[src/hw/rtl/bit_field_pack_unpack_buffer_macros.svh]
// Assertion macros for the bit field pack/unpack buffer.
// Included by the RTL file that carries concurrent assertions; needs no package.
`ifndef BIT_FIELD_PACK_UNPACK_BUFFER_MACROS_SVH
`define BIT_FIELD_PACK_UNPACK_BUFFER_MACROS_SVH
`ifndef NO_ASSERTIONS
`define BFP_ASSERT(LBL, CK, RN, PROP, MSG) \
    LBL: assert property (@(posedge CK) disable iff (!RN) (PROP)) else $error(MSG);
`define BFP_ASSERT_NEXT(LBL, CK, RN, ANT, CON, MSG) \
    LBL: assert property (@(posedge CK) disable iff (!RN) (ANT) |=> (CON)) else $error(MSG);
`else
`define BFP_ASSERT(LBL, CK, RN, PROP, MSG)
`define BFP_ASSERT_NEXT(LBL, CK, RN, ANT, CON, MSG)
`endif
`endif

[src/hw/rtl/bfp_pkg.sv]
// Shared types, constants and helper functions for the bit field pack/unpack buffer.
// Has no dependencies; bfp_lane, bfp_merge and the top module import it.
`default_nettype none

package bfp_pkg;

    localparam int HEAD_W = 14;
    localparam int BASE_W = HEAD_W - 3;
    localparam int CNT_W  = 7;
    localparam int DATA_W = 64;
    localparam int IN_W   = 72;
    localparam int OUT_W  = 96;
    localparam logic [HEAD_W-1:0] CAP_RESET = 14'd8192;

    typedef enum logic {
        ST_IDLE,
        ST_RESULT
    } bfp_state_t;

    typedef struct packed {
        logic              wr_en;
        logic              rd_en;
        logic [BASE_W-1:0] base;
        logic [3:0]        nbytes;
    } lane_ctrl_t;

    typedef struct packed {
        logic [3:0]       base_lo;
        logic [2:0]       off;
        logic [CNT_W-1:0] count;
    } rd_sel_t;

    function automatic logic [DATA_W-1:0] low_mask64(input logic [CNT_W-1:0] n);
        logic [DATA_W-1:0] m;
        if (n >= 7'd64)
        begin
            m = '1;
        end
        else
        begin
            m = (64'd1 << n) - 64'd1;
        end
        return m;
    endfunction

endpackage

`default_nettype wire

[src/hw/rtl/bfp_ram.sv]
// Generic single-port RAM with a registered read, used for every byte bank.
// Has no dependencies.
`default_nettype none

module bfp_ram #(
    parameter int WIDTH = 8,
    parameter int DEPTH = 64
) (
    input  wire logic                                    clk,
    input  wire logic                                    we,
    input  wire logic                                    re,
    input  wire logic [((DEPTH > 1) ? $clog2(DEPTH) : 1)-1:0] addr,
    input  wire logic [WIDTH-1:0]                        wdata,
    output logic      [WIDTH-1:0]                        rdata
);

    logic [WIDTH-1:0] mem [DEPTH];
    logic [WIDTH-1:0] rdata_reg;

    always_ff @(posedge clk)
    begin
        if (we)
        begin
            mem[addr] <= wdata;
        end
        if (re)
        begin
            rdata_reg <= mem[addr];
        end
    end

    assign rdata = rdata_reg;

endmodule

`default_nettype wire

[src/hw/rtl/bfp_lane.sv]
// One byte lane: maps the stream byte window onto this bank and holds the bank RAM.
// Depends on bfp_pkg and bfp_ram.
`default_nettype none

module bfp_lane
    import bfp_pkg::*;
#(
    parameter int LANES    = 16,
    parameter int LANE_IDX = 0,
    parameter int LDEPTH   = 64
) (
    input  wire logic                  clk,
    input  wire lane_ctrl_t            ctrl,
    input  wire logic [LANES-1:0][7:0] wbytes,
    output logic      [7:0]            rdata
);

    localparam int LANE_W = $clog2(LANES);
    localparam int AW     = (LDEPTH > 1) ? $clog2(LDEPTH) : 1;
    localparam int SUM_W  = (AW + LANE_W > BASE_W + 1) ? AW + LANE_W : BASE_W + 1;
    localparam logic [LANE_W-1:0] LID = LANE_W'(LANE_IDX);

    logic [LANE_W-1:0] slot;
    logic [SUM_W-1:0]  byte_idx;
    logic [AW-1:0]     addr;
    logic              we;

    // The slot is this lane's position inside the window that starts at the base byte.
    assign slot     = LID - ctrl.base[LANE_W-1:0];
    assign byte_idx = SUM_W'(ctrl.base) + SUM_W'(slot);
    assign addr     = AW'(byte_idx >> LANE_W);
    assign we       = ctrl.wr_en && (4'(slot) < ctrl.nbytes);

    bfp_ram #(
        .WIDTH (8),
        .DEPTH (LDEPTH)
    ) u_ram (
        .clk   (clk),
        .we    (we),
        .re    (ctrl.rd_en),
        .addr  (addr),
        .wdata (wbytes[slot]),
        .rdata (rdata)
    );

endmodule

`default_nettype wire

[config.mk]
export PLATFORM = sky130hd
export DESIGN_NAME = bfp_lane
export DESIGN_NICKNAME = d
export VERILOG_FILES = /design/src/hw/rtl/bit_field_pack_unpack_buffer_macros.svh /design/src/hw/rtl/bfp_pkg.sv /design/src/hw/rtl/bfp_ram.sv /design/src/hw/rtl/bfp_lane.sv
export SDC_FILE = /design/constraint.sdc
export NUM_CORES = 1
export LEC_CHECK = 0
export ABC_AREA = 0
export BUFFER_PORTS_ARGS = -buffer_cell sky130_fd_sc_hd__buf_2
export CAP_MARGIN = 20
export CORE_UTILIZATION = 54
export DETAILED_ROUTE_END_ITERATION = 12
export GPL_TIMING_DRIVEN = 1
export PLACE_DENSITY = 0.75
export SLEW_MARGIN = 20
export SYNTH_ARGS = -nofsm -noshare
export SYNTH_HDL_FRONTEND = slang
export SYNTH_SLANG_ARGS = --single-unit
[constraint.sdc]
create_clock -name clk -period 3.7 [get_ports clk]
set_input_delay 0.185 -clock clk [delete_from_list [all_inputs] [get_ports clk]]
set_output_delay 0.185 -clock clk [all_outputs]
set_load 0.05 [all_outputs]
; Word level (Yosys, flattened, before mapping)
; Memories as Yosys holds them, arrays and structs flattened. A register that Yosys moved wholly into a read port is not among the register bits.
; Cells that the tools add are included.
[classes]
addsub = 2
order_cmp = 2
mux = 4
n_reduce_logical = 1
[op_table]
columns = cell, n
row1 = binary-select mux 8 bit (select 4 bit), 1
row2 = adder 10 x 4 -> 10 bit, 1
row3 = 2-to-1 mux 8 bit, 1
row4 = "< comparator 4 x 5 -> 1 bit, second input constant", 1
row5 = < comparator 4 bit, 1
row6 = "subtractor 1 x 4 -> 4 bit, first input constant", 1
row7 = 2-to-1 mux 1 bit, 2
row8 = logical AND 1 bit, 1
[word_totals]
register_bits = 0
mem_bits_rw = 512
in_bits = 146
output_inout_bits = 8
elab_cells = 10
mem_count = 1
[mem_list]
columns = name, words, word_bits, rd, rd_ports_with_merged_regs, wr, line_no
row1 = u_ram.mem, 64, 8, 1, 1, 1, bfp_ram.sv:17  ; logic [WIDTH-1:0] mem [DEPTH];

; Longest topological paths before layout
; Gate-level depths: netlist of run 1.
[depth]
depth_word = 5
mapped_depth = 16
mapped_depth_nobuf = 12

; Cells and area by module
; A second synthesis of run 1 with hierarchy kept.
[unflattened]
hier_cells = 1291
area_unflattened_um2 = 21854.7
[by_module_without_submodules]
columns = module, instances, cells_per_inst, area_each_um2, seq_area_each_um2
row1 = bfp_ram, 1, 1171, 20529.7, 15615.0
row2 = bfp_lane, 1, 120, 1325.0, 0.0

; Worst setup path after synthesis of run 1
; OpenSTA, ideal clock, no wires.
[synth_path]
kind = input to register
startpoint = in ctrl[4] (netlist bit)
endpoint = mem u_ram.mem[5][0], enable pin
t_arrival_ps = 3063
t_required_ps = 3329
setup_slack_ps = 266
stages = 15
path_buffers = 6
cell_sequence = buf_6 > nor3_4 > ha_1 > buf_4 > xnor2_1 > nand3b_1 > and2_4 > xor2_2 > buf_6 > buf_8 > buf_4 > buf_4 > nor3_1 > nand2_1 > nor2_1
[synth_via]
elab_chain_len = 5
[synth_lines]
columns = element, line_no
row1 = from (decl), bfp_lane.sv:13  ; input wire lane_ctrl_t ctrl,
row2 = subtractor 1 x 4 -> 4 bit, bfp_lane.sv:29  ; assign slot = LID - ctrl.base[LANE_W-1:0];
row3 = < comparator 4 bit, bfp_lane.sv:32  ; assign we = ctrl.wr_en && (4'(slot) < ctrl.nbytes);
row4 = logical AND 1 bit, bfp_lane.sv:32
row5 = 2-to-1 mux 1 bit, bfp_ram.sv:22  ; if (we)
row6 = 2-to-1 mux 1 bit (not written as such), bfp_ram.sv:24  ; mem[addr] <= wdata;
row7 = to (decl), bfp_ram.sv:17
; Parallel ways exist; a longest one is shown, timed or not.

; Final worst setup path of run 1
[layout_path]
startpoint = in ctrl[4] (netlist bit)
endpoint = reg u_ram.rdata_reg[2], in the netlist u_ram.rdata[2], read port of u_ram.mem, data pin
[layout_via]
elab_chain_len = 2
[layout_lines]
columns = element, line_no
row1 = subtractor 1 x 4 -> 4 bit, bfp_lane.sv:29
row2 = adder 10 x 4 -> 10 bit (*), bfp_lane.sv:30  ; assign byte_idx = SUM_W'(ctrl.base) + SUM_W'(slot);
row3 = to (decl), bfp_ram.sv:18  ; logic [WIDTH-1:0] rdata_reg;
; Every way passes the cells marked *; elsewhere a longest branch is shown, timed or not.

==> metrics list, run 1 <==
- Setup slack on the critical path of the routed design comes to approximately 0.31 ns.
* Clock-pin slew on the worst setup and hold paths: roughly 0.060 ns
- Max-cap violations in this run came to 0.
- Hold repair after CTS inserted 0 buffers.
* H-tree levels: 2
* Clock tree from TritonCTS: done
- Die Span X: roughly 200 um
- Synthesized area divided by synthesized cell count: about 21 um2
* Slew Viols, Final: 0
- Normalized max-slew margin: a little over a third
- The clock reaches the later pin of the worst-skew pair after between 0.5 and 0.6 ns.
* Maximum number of pins on one net before global-route repair: 65
- Ports: between 150 and 200
- Once detailed placement completed, the half-perimeter wirelength came to approximately 33000 um.
- Result of the run: completed
- For the worst setup path, the data arrival time is roughly 3.7 ns.
* Power Internal: roughly 11 mW
* Number of antenna-violating nets in the routed design: 0
* Via density per instance: approximately 6.2
- Counting the buffers created by CTS gives ~50.
- Synth Warn #: 0
* Power density of the placed cells: 549 nW/um2
- Wires add up to ~50000 um.
* Seq cells post-synth: 520
- Gates resized during post-CTS repair numbered 0.
* DR pass1 iterations: 5
- Net switching fraction of the power: a little under a quarter
- In this run, flip-flops and latches consume approximately half of the power.
- In the routed design, unresolved DRC markers number 0.
* Aggregate global-route resource usage: between 20 and 30%
* Kind of cell with the highest combined delay on the critical path: buffers and inverters
- The number of antenna violations at the first check in global routing came to 1.
- In this run the power spent charging and discharging nets is between 3 and 4 mW.
* Post-Synthesis Cells: about 1000
- Die outline area: between 40000 and 50000 um2
- Once the floorplan was initialized, standard cells occupied between 50% and 60% of the core.
- Measured along the y axis, the die boundary spans approximately 200 um.
- Vias in the first global route: around 12000
- Across the VDD grid, the largest voltage drop is ~0.37 mV.
- Number of enable-type register cells in the synthesized netlist: 520
* Worst Setup Start Kind: input port
* Slowest cell on crit path: sky130_fd_sc_hd__mux4_2
- Number of port buffers: roughly 150
* Sequential area share after synthesis: approximately three quarters
* Setup repair after global routing missed its margin: false
- Largest driver fanout on the critical path: 9
- In this design, the stage delay of the slowest critical-path cell is 0.52 ns.
* Setup WS pre-CTS: -0.316 ns
- Combinational power share: approximately 15%
* Final core utilization: approximately two thirds
* Peak clock frequency supported by timing: 295 MHz
- CTS Sinks: 520
- Relative to the synthesized area, the layout overhead comes to 19.0%.
- The cell that appears most often on the critical path is sky130_fd_sc_hd__buf_4.
- Area of the core: about 39000 um2
* Actual slew at the worst max-slew pin: between 0.9 and 1 ns
- After layout, the minimum clock period comes to approximately 3.4 ns.
- Std cell rows: a little over 70
- The setup path with the least slack is of type input port to flop.
- Total setup violations reported at the end of the flow: 0
- In this run, the number of DRC markers left after iteration 0 of detailed routing was about 1300.
- Asr flop ratio synth: 0%
- First-pass GRT wire length: ~74000 um
- Together, buffers and inverters on the worst path number 5.
* Most common cell after layout, fill and taps aside: sky130_fd_sc_hd__edfxtp_1
- Kind of capture point of the worst setup path: flop
- Post-CTS setup buffer count: 0
- The number of hold violations in the final report is 0.
* Flip-flop count of the largest register, all copies and words added: 512
* Commonest non-fill, non-tap cells in the layout: sky130_fd_sc_hd__edfxtp_1 (520), sky130_fd_sc_hd__mux4_2 (155), sky130_fd_sc_hd__buf_2 (152)
- Among all flip-flop cells after synthesis, the most frequent one is sky130_fd_sc_hd__edfxtp_1.
- Maximum clock skew at final layout: around 0.02 ns
- Share of cells above drive strength 1: between 30% and 40%
- In the finished design, the share of the clock period the worst path needs comes to between 90% and 100%.
- For this run the aggregate overflow at the end of global routing stands at 0.
- The cell area that synthesis handed to floorplanning was about 21000 um2.
- Library cells used by synthesis: 48
- Vias after detailed routing: around 12000
- Post-detailed-route wirelength per cell: between 20 and 30 um
- Number of nets in the layout: 1503
- The tightest min-delay check is of the input port to flop type.
- 0 antenna diodes ended up in the layout.
- CTS placed an instance of sky130_fd_sc_hd__clkbuf_16 at the clock tree root.
- The clock network accounts for ~36% of the total power.
- When the netlist entered floorplanning its net count stood at 1189.
- Final weighted congestion in routability-driven placement: approximately 0.88
* Data required time of the worst path: 4.01 ns
- In this run the static leakage power is approximately 8.5 nW.
* Largest buffer count on any clock path: 3
- CP Cell Sequence: buf_2, inv_1, ha_1, ha_1, xnor2_1, nand3b_1, and2_4, xor2_4, buf_4, buf_4, mux4_2, nor2b_1, nor4_1, buf_4, nand4_1
kinds of logic (layout without fill, tap and decap cells):
logic type               Yosys count  count (layout)  share of synthesized area (%)
adder cells (fa/ha/maj)            7               7                          0.410
AO/OA/AOI/OAI                     65              65                           2.19
buffers and inverters             53             406                           1.47
multiplexers                     168             168                           17.2
XOR/XNOR                          13              13                          0.603
AND/OR/NAND/NOR                  210             210                           5.04
flip-flops                       520             520                           73.0
path summary, 6_finish.rpt:
| check | endpoint | slack, ns | cells past startpoint | start |
|---|---|---|---|---|
| setup / recovery | u_ram.rdata[2]$_DFFE_PP_ | 0.31 | 15 | ctrl[4] |
| hold / removal | u_ram.rdata[2]$_DFFE_PP_ | 0.02 | 1 | ctrl[15] |
| setup reg to reg | u_ram.rdata[4]$_DFFE_PP_ | 1.68 | 4 | u_ram.mem[22][4]$_DFFE_PP_ |
| hold reg to reg | u_ram.rdata[6]$_DFFE_PP_ | 0.74 | 4 | u_ram.mem[19][6]$_DFFE_PP_ |
cells in the mapped netlist, types with 2 or more instances:
cell type	number	area, um2
sky130_fd_sc_hd__nand2b_1	2	12.5
sky130_fd_sc_hd__a2111oi_2	2	30.0
sky130_fd_sc_hd__clkbuf_1	13	48.8
sky130_fd_sc_hd__xnor2_1	7	61.3
sky130_fd_sc_hd__inv_1	6	22.5
sky130_fd_sc_hd__nor3_1	5	25.0
sky130_fd_sc_hd__nor2_1	72	270
sky130_fd_sc_hd__mux2_2	2	22.5
sky130_fd_sc_hd__buf_2	15	75.1
sky130_fd_sc_hd__and4_1	7	61.3
sky130_fd_sc_hd__a22oi_1	35	263
sky130_fd_sc_hd__nor2b_1	37	231
sky130_fd_sc_hd__buf_1	2	7.51
sky130_fd_sc_hd__ha_1	7	87.6
sky130_fd_sc_hd__nand3_1	17	85.1
sky130_fd_sc_hd__mux4_2	160	3600
sky130_fd_sc_hd__buf_4	7	52.6
sky130_fd_sc_hd__a31oi_1	7	43.8
sky130_fd_sc_hd__nor4_2	3	37.5
sky130_fd_sc_hd__buf_6	8	90.1
sky130_fd_sc_hd__nand4_1	10	62.6
sky130_fd_sc_hd__nor4_1	6	37.5
sky130_fd_sc_hd__and2_1	2	12.5
sky130_fd_sc_hd__nand2_1	35	131
sky130_fd_sc_hd__a32oi_1	2	17.5
sky130_fd_sc_hd__edfxtp_1	520	15600
sky130_fd_sc_hd__nand3b_1	2	15.0
sky130_fd_sc_hd__mux2i_1	6	60.1
sky130_fd_sc_hd__xor2_1	4	35.0
sky130_fd_sc_hd__a21oi_1	12	60.1
sky130_fd_sc_hd__and3_1	6	37.5
routing by layer:
| layer | vias to the layer above | global-route usage, % | routed length (um) |
|---|---|---|---|
| met5 | - | 0 | 8 |
| met4 | 2 | 7.50 | 1300 |
| met2 | 611 | 42.3 | 25400 |
| li1 | 4971 | - | - |
| met3 | 83 | 4.22 | 3990 |
| met1 | 6063 | 33.8 | 19100 |
cell type report:
cell class                 count  area [um2]
tap                          518         648
clock buffer                  61        1270
multi-input combinational    463        5490
sequential                   520       15600
timing repair buffer         309        2080
inverter                       7        26.3
fill                        2538       13400
clock inverter                29         309
stage by stage:
step	hold WS [ns]	TNS, ns	power, mW	area (um2)	instances
final	0.0227	0	14.0	25400	1907
after CTS	0.00349	0	14.0	25400	1907
after global routing	0.00733	0	14.3	25400	1907
after detailed placement	0.595	-6.03	9.13	23800	1817
after floorplan	0.297	0	8.31	21400	1036
after global placement	0.583	-2.86	9.07	23800	1817
power groups by stage:
stage | Combinational, mW | Sequential, mW | Clock [mW]
after detailed placement | 2.07 | 7.05 | 0
after CTS | 2.09 | 6.93 | 5.01
after floorplan | 1.22 | 7.09 | 0
final | 2.08 | 6.92 | 4.95
after global placement | 2.02 | 7.05 | 0
after global routing | 2.20 | 6.93 | 5.22
Power figures use the tool's default switching activity.
==> run 2: changes to the inputs <==
--- a/config.mk
+++ b/config.mk
@@ -8,11 +8,13 @@
 export ABC_AREA = 0
 export BUFFER_PORTS_ARGS = -buffer_cell sky130_fd_sc_hd__buf_2
 export CAP_MARGIN = 20
-export CORE_UTILIZATION = 54
+export CORE_UTILIZATION = 56
+export CTS_BUF_LIST = sky130_fd_sc_hd__clkbuf_8
+export CTS_CLUSTER_SIZE = 8
 export DETAILED_ROUTE_END_ITERATION = 12
 export GPL_TIMING_DRIVEN = 1
-export PLACE_DENSITY = 0.75
-export SLEW_MARGIN = 20
+export PLACE_DENSITY = 0.78
+export SLEW_MARGIN = 25
 export SYNTH_ARGS = -nofsm -noshare
 export SYNTH_HDL_FRONTEND = slang
 export SYNTH_SLANG_ARGS = --single-unit
==> run 2 against run 1 <==
- setup slack better by 0.29 ns
- wire length is 4.0% lower
- utilization is 1.5 points higher
==> metrics list, run 2 (same netlist as run 1, synthesis figures left out) <==
* Result of the run: completed
* Total power: between 10 and 15 mW
* Min Clock Period, post-route: between 3 and 4 ns
- Registers are responsible for ~52% of the overall power.
* Hold path endpoint: u_ram.rdata[6]$_DFFE_PP_
- After routing the design area is 25200 um2.
- Post-DP HPWL: roughly 32000 um
- The number of antenna diodes in the final layout is 0.
- Non-Filler Instances: 1935
- Timing analysis after detailed placement gives a worst setup slack of -0.0895 ns.
- The library cells used most frequently in the layout, excluding fill and tap cells, are sky130_fd_sc_hd__edfxtp_1 (520), sky130_fd_sc_hd__mux4_2 (152), sky130_fd_sc_hd__buf_2 (152).
- Clock tree synthesis inserted a total of 83 buffers.
- Power density of the placed cells: approximately 530 nW/um2
- Largest driver fanout on the critical path: 15
- The worst setup path is captured at a flop.
* # DRC: 0
- Across all register-to-register paths, the minimum setup slack is ~1.8 ns.
- Smallest hold slack: about 0.38 ns
* Power Internal: 9.94 mW
* Reg2Reg Launch Point: u_ram.mem[34][2]$_DFFE_PP_
- The die is between 150 and 200 um tall.
* Actual slew at the worst max-slew pin: between 1 and 1.5 ns
* Insertion delay of the later-clocked pin in the worst-skew pair: 0.64 ns
* Post-CTS setup buffer count: 0
- Slew Viols, Final: 0
* Die outline area: between 30000 and 40000 um2
* Switching power of the nets: roughly 3.3 mW
- The die is 197 um wide.
* GRT overflow: 0
- Antenna violations before repair: 0
* Layout-stage area growth over the synthesis result: 17.9%
* Largest buffer count on any clock path: 3
- Clock tree from TritonCTS: done
* Share of cells above drive strength 1: between 30 and 40%
- Clock-pin slew on the worst setup and hold paths: 0.06 ns
- Share of total power in the clock network: ~32%
- Beginning of the worst hold path: ctrl[13]
* Ports: between 150 and 200
- Normalized max-slew margin: 28.7%
- R2R Path End: u_ram.rdata[2]$_DFFE_PP_
- The number of cells on the worst reg-to-reg path is 5.
* Number of failing hold endpoints at the final stage: 0
- The tool flagged a number of max-cap violations equal to 0.
- Setup tns final: 0 ns
* Vias after detailed routing: between 10000 and 15000
- In this run the number of H-tree levels came out at 3.
* Number of nets in the layout: 1522
* Setup repair after global routing missed its margin: false
* Combinational power share: between 15 and 20%
- Of the available clock period, the critical path in the final layout requires between 80% and 90%.
- The first global-routing pass estimated 72200 um of wire.
* Cell leakage power: around 8.5 nW
- Entering global routing, the biggest net connects between 60 and 70 pins.
- The critical path is of the input port to flop type.
- In this run switching power makes up between 20 and 25% of total power.
- Wires add up to approximately 48000 um.
- Summing all placed instances gives a cell area of roughly 24000 um2.
- STA classifies the critical path startpoint as an input port.
* DR pass1 iterations: 6
* Drt first-iter violations: about 1100
* Peak clock frequency supported by timing: 323 MHz
* Initial core utilization: between 50% and 60%
* Maximum clock skew at final layout: 0.0246 ns
- Std cell rows: just over 70
- Data on the critical path arrives at its endpoint at 3.47 ns.
- Setup violations remaining at the end of the flow were counted as 0.
- Worst hold path depth: 4
* Worst hold-check path type: input port to flop
- Smallest setup slack after layout: around 0.60 ns
* Maximum VDD drop: between 0.3 and 0.4 mV
- The register with the most flip-flops in the layout has 512 of them.
- At the end of the flow the core is filled with cells to between 60% and 70%.
* Final weighted congestion in routability-driven placement: 0.914
* Via density per instance: between 6 and 7
- The detail route stage leaves a number of antenna-violating nets equal to 0.
- Clock tree synthesis found a total of between 500 and 600 sinks.
* Data required time of the worst path: 4.07 ns
- After detailed placement, the design holds a cell count of about 1800.
- Most common cell after layout, fill and taps aside: sky130_fd_sc_hd__edfxtp_1
- Area of the core: 37600 um2
* Clock root cell: sky130_fd_sc_hd__clkbuf_8
- During placement, the flow inserted port buffers numbering around 150.
- Vias in the first global route: approximately 12000
- Post-detailed-route wirelength per cell: between 20 and 25 um
* Aggregate global-route resource usage: approximately 26%
[run 2: layout make-up]
class,instances,area (um2)
clock buffers,83,1140
repair buffers,294,1990
flip-flops and latches,520,15600
inverters,7,26.3
fillers,2434,12400
well taps,511,639
multi-input cells,463,5500
clock inverters,57,283
[run 2: worst max-delay path by stage]
stage	end	slack, ns	depth (start not counted)	start
6_report	u_ram.rdata[1]$_DFFE_PP_	0.60	14	ctrl[4]
5_1_grt	u_ram.rdata[0]$_DFFE_PP_	0.40	15	ctrl[4]
4_1_cts	u_ram.rdata[5]$_DFFE_PP_	0.59	14	ctrl[4]
3_5_place_dp	u_ram.rdata[5]$_DFFE_PP_	-0.09	14	ctrl[4]
3_3_place_gp	u_ram.rdata[0]$_DFFE_PP_	0.0007	15	ctrl[4]
2_1_floorplan	u_ram.mem[5][0]$_DFFE_PP_	0.27	15	ctrl[4]
[run 2: repair_timing]
item	CTS	global route
hold buffers	1	0
endpoints found under the hold margin	8	0
gates resized for setup	0	0
[run 2: power groups by stage]
stage | Sequential (mW) | Clock (mW) | Combinational [mW]
after floorplan | 7.09 | 0 | 1.22
after global placement | 7.06 | 0 | 1.98
after detailed placement | 7.06 | 0 | 2.04
after CTS | 6.93 | 4.37 | 2.05
after global routing | 6.93 | 4.62 | 2.16
final | 6.93 | 4.28 | 2.04
[run 2: layer usage]
layer,wire [um],vias up,global-route usage [%],part of all wire (%)
met5,0,-,0,0
met4,1720,0,11.0,3.6
met3,3730,123,4.87,7.8
met2,24500,632,43.9,51
met1,17900,5968,32.8,37
li1,-,5018,-,-
[run 2: critical path: stages]
cell and delay [ns]:
sky130_fd_sc_hd__buf_2 0.14, sky130_fd_sc_hd__inv_1 0.07, sky130_fd_sc_hd__ha_1 0.23, sky130_fd_sc_hd__ha_1 0.33
sky130_fd_sc_hd__xnor2_1 0.22, sky130_fd_sc_hd__nand3b_1 0.15, sky130_fd_sc_hd__and2_4 0.20, sky130_fd_sc_hd__xor2_4 0.27
sky130_fd_sc_hd__buf_12 0.22, sky130_fd_sc_hd__buf_12 0.18, sky130_fd_sc_hd__buf_4 0.24, sky130_fd_sc_hd__mux4_2 0.53
sky130_fd_sc_hd__a22oi_1 0.34, sky130_fd_sc_hd__nand4_1 0.14
